[src/rtl/core/brf_pkg.sv]
// Shared types, constants and helpers for the bracketed root finder.
// Used by brf_ctrl, brf_dp and bracketed_root_finder_unit.
`default_nettype none
package brf_pkg;

  localparam int VALUE_WIDTH   = 32;
  localparam int FRACTION_BITS = 16;
  localparam int TOL_WIDTH     = 31;
  localparam int SPAN_WIDTH    = VALUE_WIDTH + 1;
  localparam int MUL_WIDTH     = SPAN_WIDTH;
  localparam int PROD_WIDTH    = 64;
  localparam int REM_WIDTH     = SPAN_WIDTH + 1;
  localparam int DIV_CNT_W     = 6;
  localparam int QCAP_BITS     = 40;
  localparam int Q_WIDTH       = QCAP_BITS + 1;
  localparam int C_WIDTH       = Q_WIDTH + 2;
  localparam int IN_TDATA_W    = 5 * VALUE_WIDTH;
  localparam int OUT_TDATA_W   = 40;
  localparam int CFG_IDX_W     = 1;

  localparam logic [Q_WIDTH-1:0] QCAP = Q_WIDTH'(1) << QCAP_BITS;

  localparam logic OP_START = 1'b0;
  localparam logic OP_PROBE = 1'b1;

  localparam logic METHOD_BISECT   = 1'b0;
  localparam logic METHOD_FALSEPOS = 1'b1;

  localparam logic [CFG_IDX_W-1:0] CFG_METHOD = 1'd0;
  localparam logic [CFG_IDX_W-1:0] CFG_TOL    = 1'd1;

  localparam logic [1:0] ST_FOUND   = 2'd0;
  localparam logic [1:0] ST_NO_SIGN = 2'd1;
  localparam logic [1:0] ST_NO_CONV = 2'd2;
  localparam logic [1:0] ST_IDLE    = 2'd3;

  typedef enum logic [2:0] {
    DP_NOP, DP_CAPTURE, DP_UPDATE, DP_MUL_TOL, DP_MUL_NUM, DP_DIV_INIT, DP_DIV_STEP,
    DP_RESULT
  } dp_op_t;

  typedef enum logic [3:0] {
    RES_PROBE_MID, RES_PROBE_FP, RES_DONE_LOW, RES_DONE_HIGH, RES_DONE_LAST,
    RES_DONE_MID, RES_NO_SIGN, RES_NO_CONV, RES_IDLE
  } res_sel_t;

  typedef struct packed {
    dp_op_t   op;
    res_sel_t sel;
  } dp_cmd_t;

  typedef struct packed {
    logic is_start;
    logic searching;
    logic method;
    logic low_zero;
    logic high_zero;
    logic same_sign;
    logic probe_zero;
    logic low_match;
    logic high_match;
    logic keep;
    logic low_small;
    logic high_small;
    logic div_last;
    logic out_free;
  } dp_stat_t;

  // same sign class: both zero, both negative or both positive
  function automatic logic sgn_eq(input logic signed [VALUE_WIDTH-1:0] a,
                                  input logic signed [VALUE_WIDTH-1:0] b);
    logic az, bz;
    az = (a == '0);
    bz = (b == '0);
    sgn_eq = (az && bz) || (a[VALUE_WIDTH-1] && b[VALUE_WIDTH-1]) ||
             (!az && !bz && !a[VALUE_WIDTH-1] && !b[VALUE_WIDTH-1]);
  endfunction

  function automatic logic [VALUE_WIDTH-1:0] mag(input logic signed [VALUE_WIDTH-1:0] v);
    mag = v[VALUE_WIDTH-1] ? VALUE_WIDTH'(-v) : VALUE_WIDTH'(v);
  endfunction

endpackage
`default_nettype wire

[src/rtl/core/brf_ctrl.sv]
// Sequencer for the bracketed root finder: walks one item through update,
// stop tests, false-position multiply and divide, then result. Uses brf_pkg.
`default_nettype none
module brf_ctrl (
  input  wire               clk,
  input  wire               rst,
  input  wire               s_tvalid,
  output logic              s_tready,
  input  brf_pkg::dp_stat_t stat,
  output brf_pkg::dp_cmd_t  cmd
);
  import brf_pkg::*;

  typedef enum logic [2:0] {
    S_IDLE, S_UPD, S_MUL, S_CHK, S_MULN, S_DIVI, S_DIV, S_EMIT
  } state_t;

  state_t   state;
  res_sel_t sel;

  assign s_tready = (state == S_IDLE);

  always_comb begin
    cmd.sel = sel;
    case (state)
      S_IDLE:  cmd.op = s_tvalid ? DP_CAPTURE : DP_NOP;
      S_UPD:   cmd.op = DP_UPDATE;
      S_MUL:   cmd.op = DP_MUL_TOL;
      S_MULN:  cmd.op = DP_MUL_NUM;
      S_DIVI:  cmd.op = DP_DIV_INIT;
      S_DIV:   cmd.op = DP_DIV_STEP;
      S_EMIT:  cmd.op = stat.out_free ? DP_RESULT : DP_NOP;
      default: cmd.op = DP_NOP;
    endcase
  end

  always_ff @(posedge clk) begin
    if (rst) begin
      state <= S_IDLE;
      sel   <= RES_IDLE;
    end else begin
      case (state)
        S_IDLE: begin
          if (s_tvalid) state <= S_UPD;
        end
        S_UPD: begin
          if (stat.is_start) begin
            if (stat.method == METHOD_BISECT) begin
              if (stat.low_zero) begin
                state <= S_EMIT;
                sel   <= RES_DONE_LOW;
              end else if (stat.high_zero) begin
                state <= S_EMIT;
                sel   <= RES_DONE_HIGH;
              end else if (stat.same_sign) begin
                state <= S_EMIT;
                sel   <= RES_NO_SIGN;
              end else begin
                state <= S_MUL;
              end
            end else begin
              if (stat.same_sign) begin
                state <= S_EMIT;
                sel   <= RES_NO_SIGN;
              end else begin
                state <= S_MUL;
              end
            end
          end else if (!stat.searching) begin
            state <= S_EMIT;
            sel   <= RES_IDLE;
          end else if (stat.method == METHOD_BISECT) begin
            if (!(stat.low_match || stat.high_match)) begin
              state <= S_EMIT;
              sel   <= RES_DONE_LAST;
            end else begin
              state <= S_MUL;
            end
          end else begin
            if (stat.probe_zero) begin
              state <= S_EMIT;
              sel   <= RES_DONE_LAST;
            end else begin
              state <= S_MUL;
            end
          end
        end
        S_MUL: state <= S_CHK;
        S_CHK: begin
          if (stat.method == METHOD_BISECT) begin
            state <= S_EMIT;
            if (stat.keep)          sel <= RES_PROBE_MID;
            else if (stat.is_start) sel <= RES_DONE_MID;
            else                    sel <= RES_DONE_LAST;
          end else begin
            if (!stat.keep) begin
              state <= S_EMIT;
              sel   <= RES_NO_CONV;
            end else if (stat.low_small) begin
              state <= S_EMIT;
              sel   <= RES_DONE_LOW;
            end else if (stat.high_small) begin
              state <= S_EMIT;
              sel   <= RES_DONE_HIGH;
            end else begin
              state <= S_MULN;
            end
          end
        end
        S_MULN: state <= S_DIVI;
        S_DIVI: state <= S_DIV;
        S_DIV: begin
          if (stat.div_last) begin
            state <= S_EMIT;
            sel   <= RES_PROBE_FP;
          end
        end
        S_EMIT: begin
          if (stat.out_free) state <= S_IDLE;
        end
        default: state <= S_IDLE;
      endcase
    end
  end
endmodule
`default_nettype wire

[src/rtl/core/brf_dp.sv]
// Datapath of the bracketed root finder: bracket registers, config registers,
// shared multiplier, restoring divider and output register. Uses brf_pkg.
`default_nettype none
module brf_dp (
  input  wire                                    clk,
  input  wire                                    rst,
  input  wire                                    cfg_we,
  input  wire  [brf_pkg::CFG_IDX_W-1:0]          cfg_index,
  input  wire  [brf_pkg::TOL_WIDTH-1:0]          cfg_data,
  input  wire  [brf_pkg::IN_TDATA_W-1:0]         s_tdata,
  input  wire                                    s_tuser,
  output logic                                   m_tvalid,
  input  wire                                    m_tready,
  output logic [brf_pkg::OUT_TDATA_W-1:0]        m_tdata,
  output logic                                   m_tuser,
  input  brf_pkg::dp_cmd_t                       cmd,
  output brf_pkg::dp_stat_t                      stat
);
  import brf_pkg::*;

  localparam int W = VALUE_WIDTH;

  logic                        method;
  logic [TOL_WIDTH-1:0]        tol;
  logic                        opc;
  logic signed [W-1:0]         pa, pb, va, vb, pv;
  logic signed [W-1:0]         low, high, lv, hv, last;
  logic                        searching;
  logic [PROD_WIDTH-1:0]       prod;
  logic [SPAN_WIDTH-1:0]       width_mag, den;
  logic                        neg;
  logic [PROD_WIDTH-1:0]       quo;
  logic [REM_WIDTH-1:0]        rem;
  logic [DIV_CNT_W-1:0]        cnt;
  logic                        out_done;
  logic signed [W-1:0]         out_point;
  logic [1:0]                  out_status;

  logic signed [SPAN_WIDTH-1:0] span, diff, sum;
  logic [SPAN_WIDTH-1:0]        span_mag, diff_mag;
  logic signed [W-1:0]          mid, fp_point, res_point;
  logic [MUL_WIDTH-1:0]         ma, mb;
  logic [2*MUL_WIDTH-1:0]       mp;
  logic [REM_WIDTH-1:0]         rem_sh, rem_sub;
  logic                         q_bit;
  logic [Q_WIDTH-1:0]           q;
  logic signed [C_WIDTH-1:0]    sq, c;
  logic                         res_done;
  logic [1:0]                   res_status;
  logic                         pv_pos;

  assign span     = SPAN_WIDTH'(high) - SPAN_WIDTH'(low);
  assign diff     = SPAN_WIDTH'(hv) - SPAN_WIDTH'(lv);
  assign sum      = SPAN_WIDTH'(low) + SPAN_WIDTH'(high);
  assign span_mag = span[SPAN_WIDTH-1] ? SPAN_WIDTH'(-span) : SPAN_WIDTH'(span);
  assign diff_mag = diff[SPAN_WIDTH-1] ? SPAN_WIDTH'(-diff) : SPAN_WIDTH'(diff);
  assign mid      = sum[SPAN_WIDTH-1:1];  // floor of the half sum
  assign pv_pos   = (pv != '0) && !pv[W-1];

  // one shared multiplier: tol*|low| for the relative stop, |hv|*|span| for the step
  always_comb begin
    if (cmd.op == DP_MUL_NUM) begin
      ma = MUL_WIDTH'(mag(hv));
      mb = span_mag;
    end else begin
      ma = MUL_WIDTH'(tol);
      mb = MUL_WIDTH'(mag(low));
    end
  end
  assign mp = ma * mb;

  assign rem_sh  = {rem[REM_WIDTH-2:0], quo[PROD_WIDTH-1]};
  assign q_bit   = (rem_sh >= REM_WIDTH'(den));
  assign rem_sub = rem_sh - REM_WIDTH'(den);

  always_comb begin
    if (den == '0)                       q = '0;
    else if (quo > PROD_WIDTH'(QCAP))    q = QCAP;
    else                                 q = quo[Q_WIDTH-1:0];
    sq = neg ? -C_WIDTH'(q) : C_WIDTH'(q);
    c  = C_WIDTH'(high) - sq;
    if (c > $signed(C_WIDTH'({1'b0, {(W-1){1'b1}}})))
      fp_point = {1'b0, {(W-1){1'b1}}};
    else if (c < -$signed(C_WIDTH'({1'b1, {(W-1){1'b0}}})))
      fp_point = {1'b1, {(W-1){1'b0}}};
    else
      fp_point = c[W-1:0];
  end

  always_comb begin
    res_done   = 1'b1;
    res_status = ST_FOUND;
    res_point  = '0;
    case (cmd.sel)
      RES_PROBE_MID: begin res_done = 1'b0; res_point = mid; end
      RES_PROBE_FP:  begin res_done = 1'b0; res_point = fp_point; end
      RES_DONE_LOW:  res_point = low;
      RES_DONE_HIGH: res_point = high;
      RES_DONE_LAST: res_point = last;
      RES_DONE_MID:  res_point = mid;
      RES_NO_SIGN:   res_status = ST_NO_SIGN;
      RES_NO_CONV:   res_status = ST_NO_CONV;
      RES_IDLE:      res_status = ST_IDLE;
      default:       res_status = ST_IDLE;
    endcase
  end

  always_comb begin
    stat.is_start   = (opc == OP_START);
    stat.searching  = searching;
    stat.method     = method;
    stat.low_zero   = (va == '0);
    stat.high_zero  = (vb == '0);
    stat.same_sign  = sgn_eq(va, vb);
    stat.probe_zero = (pv == '0);
    stat.low_match  = sgn_eq(pv, lv);
    stat.high_match = sgn_eq(pv, hv);
    stat.keep       = (width_mag > SPAN_WIDTH'(tol)) &&
                      ((PROD_WIDTH'(width_mag) << FRACTION_BITS) > prod);
    stat.low_small  = (mag(lv) < W'(tol));
    stat.high_small = (mag(hv) < W'(tol));
    stat.div_last   = (cnt == '1);
    stat.out_free   = !m_tvalid || m_tready;
  end

  assign m_tuser = out_done;
  assign m_tdata = {{(OUT_TDATA_W-W-2){1'b0}}, out_status, out_point};

  always_ff @(posedge clk) begin
    if (rst) begin
      method    <= METHOD_BISECT;
      tol       <= TOL_WIDTH'(1);
      searching <= 1'b0;
      m_tvalid  <= 1'b0;
      low       <= '0;
      high      <= '0;
      lv        <= '0;
      hv        <= '0;
      last      <= '0;
    end else begin
      if (cfg_we) begin
        if (cfg_index == CFG_METHOD) method <= cfg_data[0];
        if (cfg_index == CFG_TOL)    tol    <= cfg_data;
      end
      if (cmd.op == DP_RESULT)      m_tvalid <= 1'b1;
      else if (m_tvalid && m_tready) m_tvalid <= 1'b0;
      case (cmd.op)
        DP_UPDATE: begin
          if (opc == OP_START) begin
            low <= pa; high <= pb; lv <= va; hv <= vb;
            searching <= 1'b1;
          end else if (searching) begin
            if (method == METHOD_BISECT) begin
              if (sgn_eq(pv, lv)) begin
                low <= last; lv <= pv;
              end else if (sgn_eq(pv, hv)) begin
                high <= last; hv <= pv;
              end
            end else if (pv != '0) begin
              if (lv > hv) begin
                if (pv_pos) begin low <= last; lv <= pv; end
                else        begin high <= last; hv <= pv; end
              end else if (lv < hv) begin
                if (pv_pos) begin high <= last; hv <= pv; end
                else        begin low <= last; lv <= pv; end
              end
            end
          end
        end
        DP_RESULT: begin
          if (res_done) searching <= 1'b0;
          else          last      <= res_point;
        end
        default: ;
      endcase
    end
  end

  // payload and arithmetic registers
  always_ff @(posedge clk) begin
    case (cmd.op)
      DP_CAPTURE: begin
        opc <= s_tuser;
        pa  <= s_tdata[W-1:0];
        pb  <= s_tdata[2*W-1:W];
        va  <= s_tdata[3*W-1:2*W];
        vb  <= s_tdata[4*W-1:3*W];
        pv  <= s_tdata[5*W-1:4*W];
      end
      DP_MUL_TOL: begin
        prod      <= mp[PROD_WIDTH-1:0];
        width_mag <= span_mag;
      end
      DP_MUL_NUM: begin
        prod <= mp[PROD_WIDTH-1:0];
        den  <= diff_mag;
        neg  <= hv[W-1] ^ span[SPAN_WIDTH-1] ^ diff[SPAN_WIDTH-1];
      end
      DP_DIV_INIT: begin
        quo <= prod;
        rem <= '0;
        cnt <= '0;
      end
      DP_DIV_STEP: begin
        rem <= q_bit ? rem_sub : rem_sh;
        quo <= {quo[PROD_WIDTH-2:0], q_bit};
        cnt <= cnt + DIV_CNT_W'(1);
      end
      DP_RESULT: begin
        out_done   <= res_done;
        out_point  <= res_point;
        out_status <= res_status;
      end
      default: ;
    endcase
  end
endmodule
`default_nettype wire

[src/rtl/core/bracketed_root_finder_unit.sv]
// Top level of the bracketed root finder: sequencer plus datapath.
// Depends on brf_pkg, brf_ctrl and brf_dp.
`default_nettype none
// A start beat (tuser 0) carries both bracket ends and their function values;
// every later beat (tuser 1) carries the function value at the last probe.
// Each input beat yields one output beat: tuser 0 is a probe point to
// evaluate, tuser 1 a final result with status. One item is in flight at a
// time. A bisection step runs from accept through update, multiply, stop
// test and load; an item settled by the first check goes from update
// straight to load. A false-position step adds the numerator multiply, the
// divider load and the 64-step restoring divider that forms the step
// quotient. s_tready returns the cycle after the result loads. The output
// register lets the next input be accepted while a result waits on
// m_tready; the following result stalls until that beat leaves. Config
// writes belong to idle time.
module bracketed_root_finder_unit (
  input  wire                                  clk,
  input  wire                                  rst,
  input  wire                                  cfg_we,
  input  wire  [brf_pkg::CFG_IDX_W-1:0]        cfg_index,
  input  wire  [brf_pkg::TOL_WIDTH-1:0]        cfg_data,
  input  wire                                  s_tvalid,
  output logic                                 s_tready,
  // point_a, point_b, value_a, value_b, probe_value (low bits first)
  input  wire  [brf_pkg::IN_TDATA_W-1:0]       s_tdata,
  // opcode
  input  wire                                  s_tuser,
  output logic                                 m_tvalid,
  input  wire                                  m_tready,
  // point_out, status, zero pad (low bits first)
  output logic [brf_pkg::OUT_TDATA_W-1:0]      m_tdata,
  // done_res
  output logic                                 m_tuser
);
  import brf_pkg::*;

  dp_cmd_t  cmd;
  dp_stat_t stat;

  brf_ctrl u_ctrl (
    .clk      (clk),
    .rst      (rst),
    .s_tvalid (s_tvalid),
    .s_tready (s_tready),
    .stat     (stat),
    .cmd      (cmd)
  );

  brf_dp u_dp (
    .clk       (clk),
    .rst       (rst),
    .cfg_we    (cfg_we),
    .cfg_index (cfg_index),
    .cfg_data  (cfg_data),
    .s_tdata   (s_tdata),
    .s_tuser   (s_tuser),
    .m_tvalid  (m_tvalid),
    .m_tready  (m_tready),
    .m_tdata   (m_tdata),
    .m_tuser   (m_tuser),
    .cmd       (cmd),
    .stat      (stat)
  );

  // probe requests always carry status zero
  a_probe_status: assert property (@(posedge clk) disable iff (rst)
    m_tvalid && !m_tuser |-> m_tdata[VALUE_WIDTH+1:VALUE_WIDTH] == ST_FOUND)
    else $error("probe beat with nonzero status");

  // one item at a time: no accept right after an accept
  a_one_in_flight: assert property (@(posedge clk) disable iff (rst)
    s_tvalid && s_tready |=> !s_tready)
    else $error("input accepted while busy");

  // a result is only loaded when the output slot is free
  a_no_overwrite: assert property (@(posedge clk) disable iff (rst)
    cmd.op == DP_RESULT |-> (!m_tvalid || m_tready))
    else $error("result overwrote a pending beat");

endmodule
`default_nettype wire
[config.mk]
export PLATFORM = sky130hd
export DESIGN_NAME = bracketed_root_finder_unit
export DESIGN_NICKNAME = d
export VERILOG_FILES = /design/src/rtl/core/brf_pkg.sv /design/src/rtl/core/brf_ctrl.sv /design/src/rtl/core/brf_dp.sv /design/src/rtl/core/bracketed_root_finder_unit.sv
export SDC_FILE = /design/constraint.sdc
export NUM_CORES = 2
export LEC_CHECK = 0
export BUFFER_PORTS_ARGS = -buffer_cell sky130_fd_sc_hd__buf_2
export CAP_MARGIN = 20
export CORE_MARGIN = 10
export CORE_UTILIZATION = 45
export CTS_BUF_LIST = sky130_fd_sc_hd__clkbuf_8
export CTS_CLUSTER_DIAMETER = 50
export CTS_CLUSTER_SIZE = 28
export DETAILED_ROUTE_END_ITERATION = 16
export PLACE_DENSITY_LB_ADDON = 0.25
export SETUP_SLACK_MARGIN = 0.3
export SLEW_MARGIN = 5
export SYNTH_ARGS = -nofsm -noshare
export SYNTH_HDL_FRONTEND = slang
export SYNTH_SLANG_ARGS = --single-unit
[constraint.sdc]
create_clock -name clk -period 24.9 [get_ports clk]
set_input_delay 3.735 -clock clk [delete_from_list [all_inputs] [get_ports clk]]
set_output_delay 3.735 -clock clk [all_outputs]
set_load 0.01 [all_outputs]
[Word level (Yosys, flattened, before mapping)]
Cells that the tools add are included.
Operators by class
  add/subtract/negate cells: 12
  multipliers: 1
  div/mod/pow operators: 0
  order comparisons: 10
  equality and inequality tests: 40
  shift-type cells: 0
  multiplexer cells: 95
  bitwise gates (word level): 3
  reductions and logical operators: 62
Operators with widths (count)
  32-bit 2-to-1 mux: 41
  32-bit logical NOT: 5
  32-bit one-hot mux with 5 select lines: 1
  64-bit one-hot mux with 2 select lines: 1
  33-bit 2-to-1 mux: 3
  32-bit negation: 3
  41-bit 2-to-1 mux: 2
  33-bit negation: 2
  33-bit one-hot mux with 2 select lines: 1
  32-bit by 32-bit subtractor with 33-bit output: 2
  49-bit by 64-bit > comparator with 1-bit output: 1
  64-bit by 41-bit > comparator with 1-bit output (second input constant): 1
  32-bit by 31-bit less-than comparator with 1-bit output: 2
  32-bit by 33-bit multiplier with 64-bit output: 1
  4-bit 2-to-1 mux: 15
  3-bit 2-to-1 mux: 16
  43-bit by 32-bit > comparator with 1-bit output (second input constant): 1
  43-bit by 32-bit less-than comparator with 1-bit output (second input constant): 1
  43-bit 2-to-1 mux: 1
  41-bit negation with 43-bit output: 1
  32-bit by 43-bit subtractor with 43-bit output: 1
  34-bit by 33-bit greater-or-equal comparator with 1-bit output: 1
  32-bit by 32-bit adder with 33-bit output: 1
  33-bit by 31-bit > comparator with 1-bit output: 1
  44 further kinds: 118
Storage, ports and cells
  bits in registers: 631
  latch bits: 0
  memory bits (writable): 0
  ROM bits: 0
  input bits: 198
  logic and storage cells: 251
  memories kept: 0

[Logic depth before layout (Yosys ltp)]
  depth after elaboration: 12
  depth in mapped cells: 47
  mapped depth without buffers: 42

[By module]
A second synthesis with hierarchy kept.
Second synthesis, totals
  cell total of the unflattened synthesis: 8642
  area total of the unflattened synthesis: 76813.7 um^2
By module, submodules not included
  brf_dp: instances 1, cells each 8569, area each 76250.6 um^2, seq. area each 16796.1 um^2
  brf_ctrl: instances 1, cells each 73, area each 563.0 um^2, seq. area each 140.1 um^2

[Worst setup path after synthesis]
Ideal clock, no wire load.
  kind: reg2reg
  start point: register u_dp.low[2]
  end point: register u_dp.prod[63], data pin
  library setup time: 268 ps
  data arrival time: 10408 ps
  data required time: 24632 ps
  path slack: 14224 ps
  stages on the path, launching flop included: 45
  buffers on the path: 4
  clock period less this slack: 10676 ps
  cell sequence: dfxtp_1 inv_1 ha_1 buf_6 nor2b_4 o31ai_4 a21oi_2 o311a_4 o21ai_0 a211oi_1 o21a_1 buf_2 buf_2 a31oi_1 xnor2_1 o21a_1 clkbuf_1 nand2_1 [9 not listed] inv_1 ha_1 inv_1 fa_1 inv_1 fa_1 ha_1 a21oi_1 inv_1 a2111oi_0 o211ai_1 a41oi_1 nor4_1 o21a_1 a31o_2 a41oi_1 a211o_1 xnor3_1
On the way
  cells in the longest elaborated chain, start to end: 5
  elaborated cells between the ends (all ways): 7
RTL lines
  from (decl): RTL line brf_dp.sv:27  | logic signed [W-1:0] low, high, lv, hv, last;
  from (signal assigned): RTL line brf_dp.sv:150  | low <= pa; high <= pb; lv <= va; hv <= vb;
  from (signal assigned): RTL line brf_dp.sv:155  | low <= last; lv <= pv;
  from (signal assigned): RTL line brf_dp.sv:161  | if (pv_pos) begin low <= last; lv <= pv; end
  32-bit by 32-bit subtractor with 33-bit output (*): RTL line brf_dp.sv:52  | assign span = SPAN_WIDTH'(high) - SPAN_WIDTH'(low);
  33-bit negation: RTL line brf_dp.sv:55  | assign span_mag = span[SPAN_WIDTH-1] ? SPAN_WIDTH'(-span) : SPAN_WIDTH'(span);
  33-bit 2-to-1 mux (*): RTL line brf_dp.sv:55
  net u_dp.span_mag[12]: RTL line brf_dp.sv:40  | logic [SPAN_WIDTH-1:0] span_mag, diff_mag;
  33-bit 2-to-1 mux (*): RTL line brf_dp.sv:62  | if (cmd.op == DP_MUL_NUM) begin
  32-bit by 33-bit multiplier with 64-bit output (*): RTL line brf_dp.sv:70  | assign mp = ma * mb;
  net u_dp.mp[63]: RTL line brf_dp.sv:43  | logic [2*MUL_WIDTH-1:0] mp;
  to (signal assigned): RTL line brf_dp.sv:191  | prod <= mp[PROD_WIDTH-1:0];
  to (signal assigned): RTL line brf_dp.sv:195  | prod <= mp[PROD_WIDTH-1:0];
  to (decl): RTL line brf_dp.sv:29  | logic [PROD_WIDTH-1:0] prod;
Mark *: on every way through the listed nets, which the timed path passes. The rest lies on a longest branch.
A chain may end at the register's enable or synchronous reset.

[Final worst setup path]
  start point: register u_dp.low[1]
  end point: register u_dp.prod[60], data pin
Same word-level chain as after synthesis.

==> impl_metrics.py <==
metrics = {
    "global_route": {
        "antenna_found_initial": 14,
        "global_route.usage.total": 0.296,
        "grt_start_max_net_pins": 137,
        "grt_pass1_vias": 65479,
        "grt.overflow.total": 0,
        "grt_first_pass_wirelength_um": 415000,
    },
    "clocking": {
        "cts.repair.resized": 0,
        "cts_made_buffers": 80,
        "cts.clk_slew.worst_paths_ns": 0.08,
        "cts.root.buffer_cell": "clkbuf_8",
        "clkLatencyLatePin_ns": 0.89,
        "cts_post_setup_buffers_inserted": 0,
        "cts_max_path_buffers": 3,
        "clock_sink_count": 631,
        "h_tree_level_count": 3,
        "cts_hold_buffers": 0,
        "tritoncts": "built",
    },
    "critical_path": {
        "timing.reg2reg.setup_slack_ns": 11.48,
        "largest_driver_fanout_on_the_critical_path": 20,
        "reg2reg_from": "u_dp.low[1]$_SDFFE_PP0P_",
        "critical-path-slowest-cell": "o21ai_4",
        "criticalPathCategory": "register to register",
        "critical_path_arrival_ns": 13.99,
        "rr_worst_depth": 39,
        "cp_slowest_stage_delay_ns": 0.88,
        "timing.critical_path.to_type": "register",
        "cp_top_family": "compound AO/OA/AOI/OAI gates",
        "critical_path_buf_inv_count": 7,
        "cp.required_ns": 25.47,
        "critical_path.startpoint_type": "register",
        "worst_path_most_repeated_cell": "fa_1",
        "worstReg2RegEnd": "u_dp.prod[60]$_DFFE_PP_",
    },
    "floorplanning": {
        "core_region_area_sq_mm": 0.169,
        "die_w_um": 432,
        "row_count": 151,
        "start_util": 0.451,
        "die-height_um": 432,
        "floorplan.die_area_sq_mm": 0.186,
        "io_pins": 241,
    },
    "sta": {
        "final_setup_vio_count": 0,
        "worst_slew_pin_slew_ns": 1.18,
        "final.period_utilization": 0.539,
        "worst_setup_skew_after_layout_ns": 0.0771,
        "report.final.slew_viol_count": 0,
        "rsz0062_at_grt": "false",
        "post-route-min-period_ns": 13.42,
        "max-slew-margin-rel": 0.209,
        "timing.final.hold_violations": 0,
        "totalNegativeSetupSlack_ns": 0,
        "fmax_ghz": 0.0745,
        "fin_worst_hold_slack_ns": 0.505,
    },
    "placed_design": {
        "dp_hpwl_um": 221000,
        "gp_routability_congestion": 1.02,
        "io_buf_count": 234,
    },
    "layout": {
        "nNetsFinal": 10273,
        "area_delta_synth_final_pct": 7.27,
        "layout-drive-gt1-share": 0.0822,
    },
    "synthesis": {
        "post_synth_inst_count": 8544,
        "synth-warning-count": 0,
        "post_synth.cell_area_avg_sq_um": 8.92,
        "synth-edff-count": 430,
        "synth-async-reset-ratio": 0,
        "synth_seq_cells": 631,
        "syn_area_sq_mm": 0.0762,
        "netlist-cell-type-count": 105,
        "postSynth.topFlopCell": "edfxtp_1",
        "sequential_area_share_after_synthesis": 0.222,
    },
    "power_and_ir_drop": {
        "power_per_standard_cell_area_mw_per_mm2": 135,
        "irDropWorstVdd_mv": 0.188,
        "power.leakage_nw": 37.0,
    },
    "detailed_routing": {
        "drc_errors": 0,
        "firstDrtPassIters": 9,
        "drt-initial-drc-count": 6312,
        "drt-total-wl_um": 280000,
        "routed-via-count": 64545,
        "postRouteAntennaNets": 0,
        "route.detailed.wl_per_inst_um": 25.7,
        "routed_via_density": 5.93,
    },
    "hold_path": {
        "worstHoldPathCells": 2,
        "whs_endpoint": "u_dp.hv[31]$_SDFFE_PP0P_",
        "timing.hold.worst.class": "register to register",
        "hold_path.startpoint": "u_dp.hv[31]$_SDFFE_PP0P_",
    },
    "job": {
        "max_capacitance_violation_count": 0,
    },
    "outcome": {
        "status": "finished, final reports clean",
    },
}
==> worst register-to-register path, delay by kind of cell (launching register included) <==
family | cells | cell delay, ns
AOI/OAI and AO/OA | 15 | 5.02
DFF | 1 | 0.56
buffers and inverters | 7 | 0.47
xor gates and xnor gates | 2 | 0.43
adders and majority gates | 10 | 4.86
and+or+nand+nor | 5 | 1.79
==> state kept, by name, indices dropped and copies added (netlist names), 33 cells and up <==
name	count
u_dp.width_mag	33
u_dp.den	33
u_dp.rem	33
u_dp.quo	64
u_dp.prod	64
==> stage by stage <==
| step | worst slack (ns) | total power, W | utilization | std cells | instance area [sq um] |
|---|---|---|---|---|---|
| 2_1_floorplan | 14.22 | 0.00722 | - | 8549 | 76300 |
| 3_3_place_gp | 12.25 | 0.00982 | 0.473 | 10717 | 79900 |
| 3_5_place_dp | 11.95 | 0.00992 | 0.473 | 10718 | 79900 |
| 4_1_cts | 11.78 | 0.0109 | 0.484 | 10868 | 81700 |
| 5_1_grt | 10.97 | 0.0117 | 0.484 | 10874 | 81800 |
| 6_report | 11.48 | 0.0110 | 0.484 | 10878 | 81800 |
==> cell usage in the layout, fill, tap and decap left out, types with 97 or more instances in the layout <==
cell type,count
a211oi_1,138
a21o_1,157
a21oi_1,340
buf_2,234
buf_4,145
dfxtp_1,201
edfxtp_1,430
fa_1,930
ha_1,561
inv_1,1269
mux2i_1,139
nand2_1,1038
nor2_1,916
o21ai_0,251
xnor2_1,256
xor2_1,97
==> final cells by class <==
| cell class | instances | area (sq um) |
|---|---|---|
| inverter | 1268 | 4760 |
| clock inverter | 70 | 774 |
| timing repair buffer | 383 | 2330 |
| antenna | 8 | 20.0 |
| fill | 16138 | 87100 |
| multi-input combinational | 6220 | 53100 |
| tap | 2218 | 2780 |
| clock buffer | 80 | 1100 |
| sequential | 631 | 16900 |
==> metal layers <==
metal	up-vias	wire (um)	GRT usage	part of all wire
met5	-	100	0	0.00036
met4	16	19000	0.168	0.068
met3	780	26500	0.0647	0.094
met2	3138	126000	0.470	0.45
met1	32112	108000	0.372	0.39
li1	28499	-	-	-
==> worst max-delay path by stage <==
stage,from,endpoint,cells after the start
detailed placement,u_dp.low[1]$_SDFFE_PP0P_,u_dp.prod[60]$_DFFE_PP_,39
CTS,u_dp.low[1]$_SDFFE_PP0P_,u_dp.prod[60]$_DFFE_PP_,39
global placement,u_dp.low[1]$_SDFFE_PP0P_,u_dp.prod[60]$_DFFE_PP_,39
finish,u_dp.low[1]$_SDFFE_PP0P_,u_dp.prod[60]$_DFFE_PP_,39
global route,u_dp.low[1]$_SDFFE_PP0P_,u_dp.prod[60]$_DFFE_PP_,39
floorplan,u_dp.low[2]$_SDFFE_PP0P_,u_dp.prod[63]$_DFFE_PP_,44
==> synth_stat cells (all sizes together), types with 74 or more instances <==
| library cell | n | area (sq um) |
|---|---|---|
| buf | 89 | 455 |
| nand2 | 1041 | 3910 |
| a211oi | 140 | 1060 |
| mux2i | 139 | 1390 |
| dfxtp | 201 | 4020 |
| a21oi | 357 | 1800 |
| o21ai | 302 | 1530 |
| clkbuf | 341 | 1280 |
| nor2 | 920 | 3450 |
| o21a | 74 | 557 |
| nand3 | 93 | 465 |
| nor4 | 75 | 497 |
| edfxtp | 430 | 12900 |
| a21o | 157 | 1180 |
| fa | 930 | 18600 |
| ha | 561 | 7020 |
| xnor2 | 258 | 2270 |
| inv | 1267 | 4760 |
| xor2 | 97 | 850 |
| nand4 | 76 | 482 |
| nor3 | 96 | 497 |
==> kinds of logic after synthesis <==
kind of cell,synth area share
muxes,0.0276
buffers and inverters,0.0852
DFF,0.222
and+or+nand+nor,0.152
AOI/OAI and AO/OA,0.136
xor gates and xnor gates,0.0412
other,0.0000492
adders and majority gates,0.336
==> where the power goes <==
group / switching (W) / internal (W)
registers: 0.000289 / 0.00164
logic: 0.00551 / 0.00268
clock network: 0.000524 / 0.000380
(Power assumes the default switching activity.)
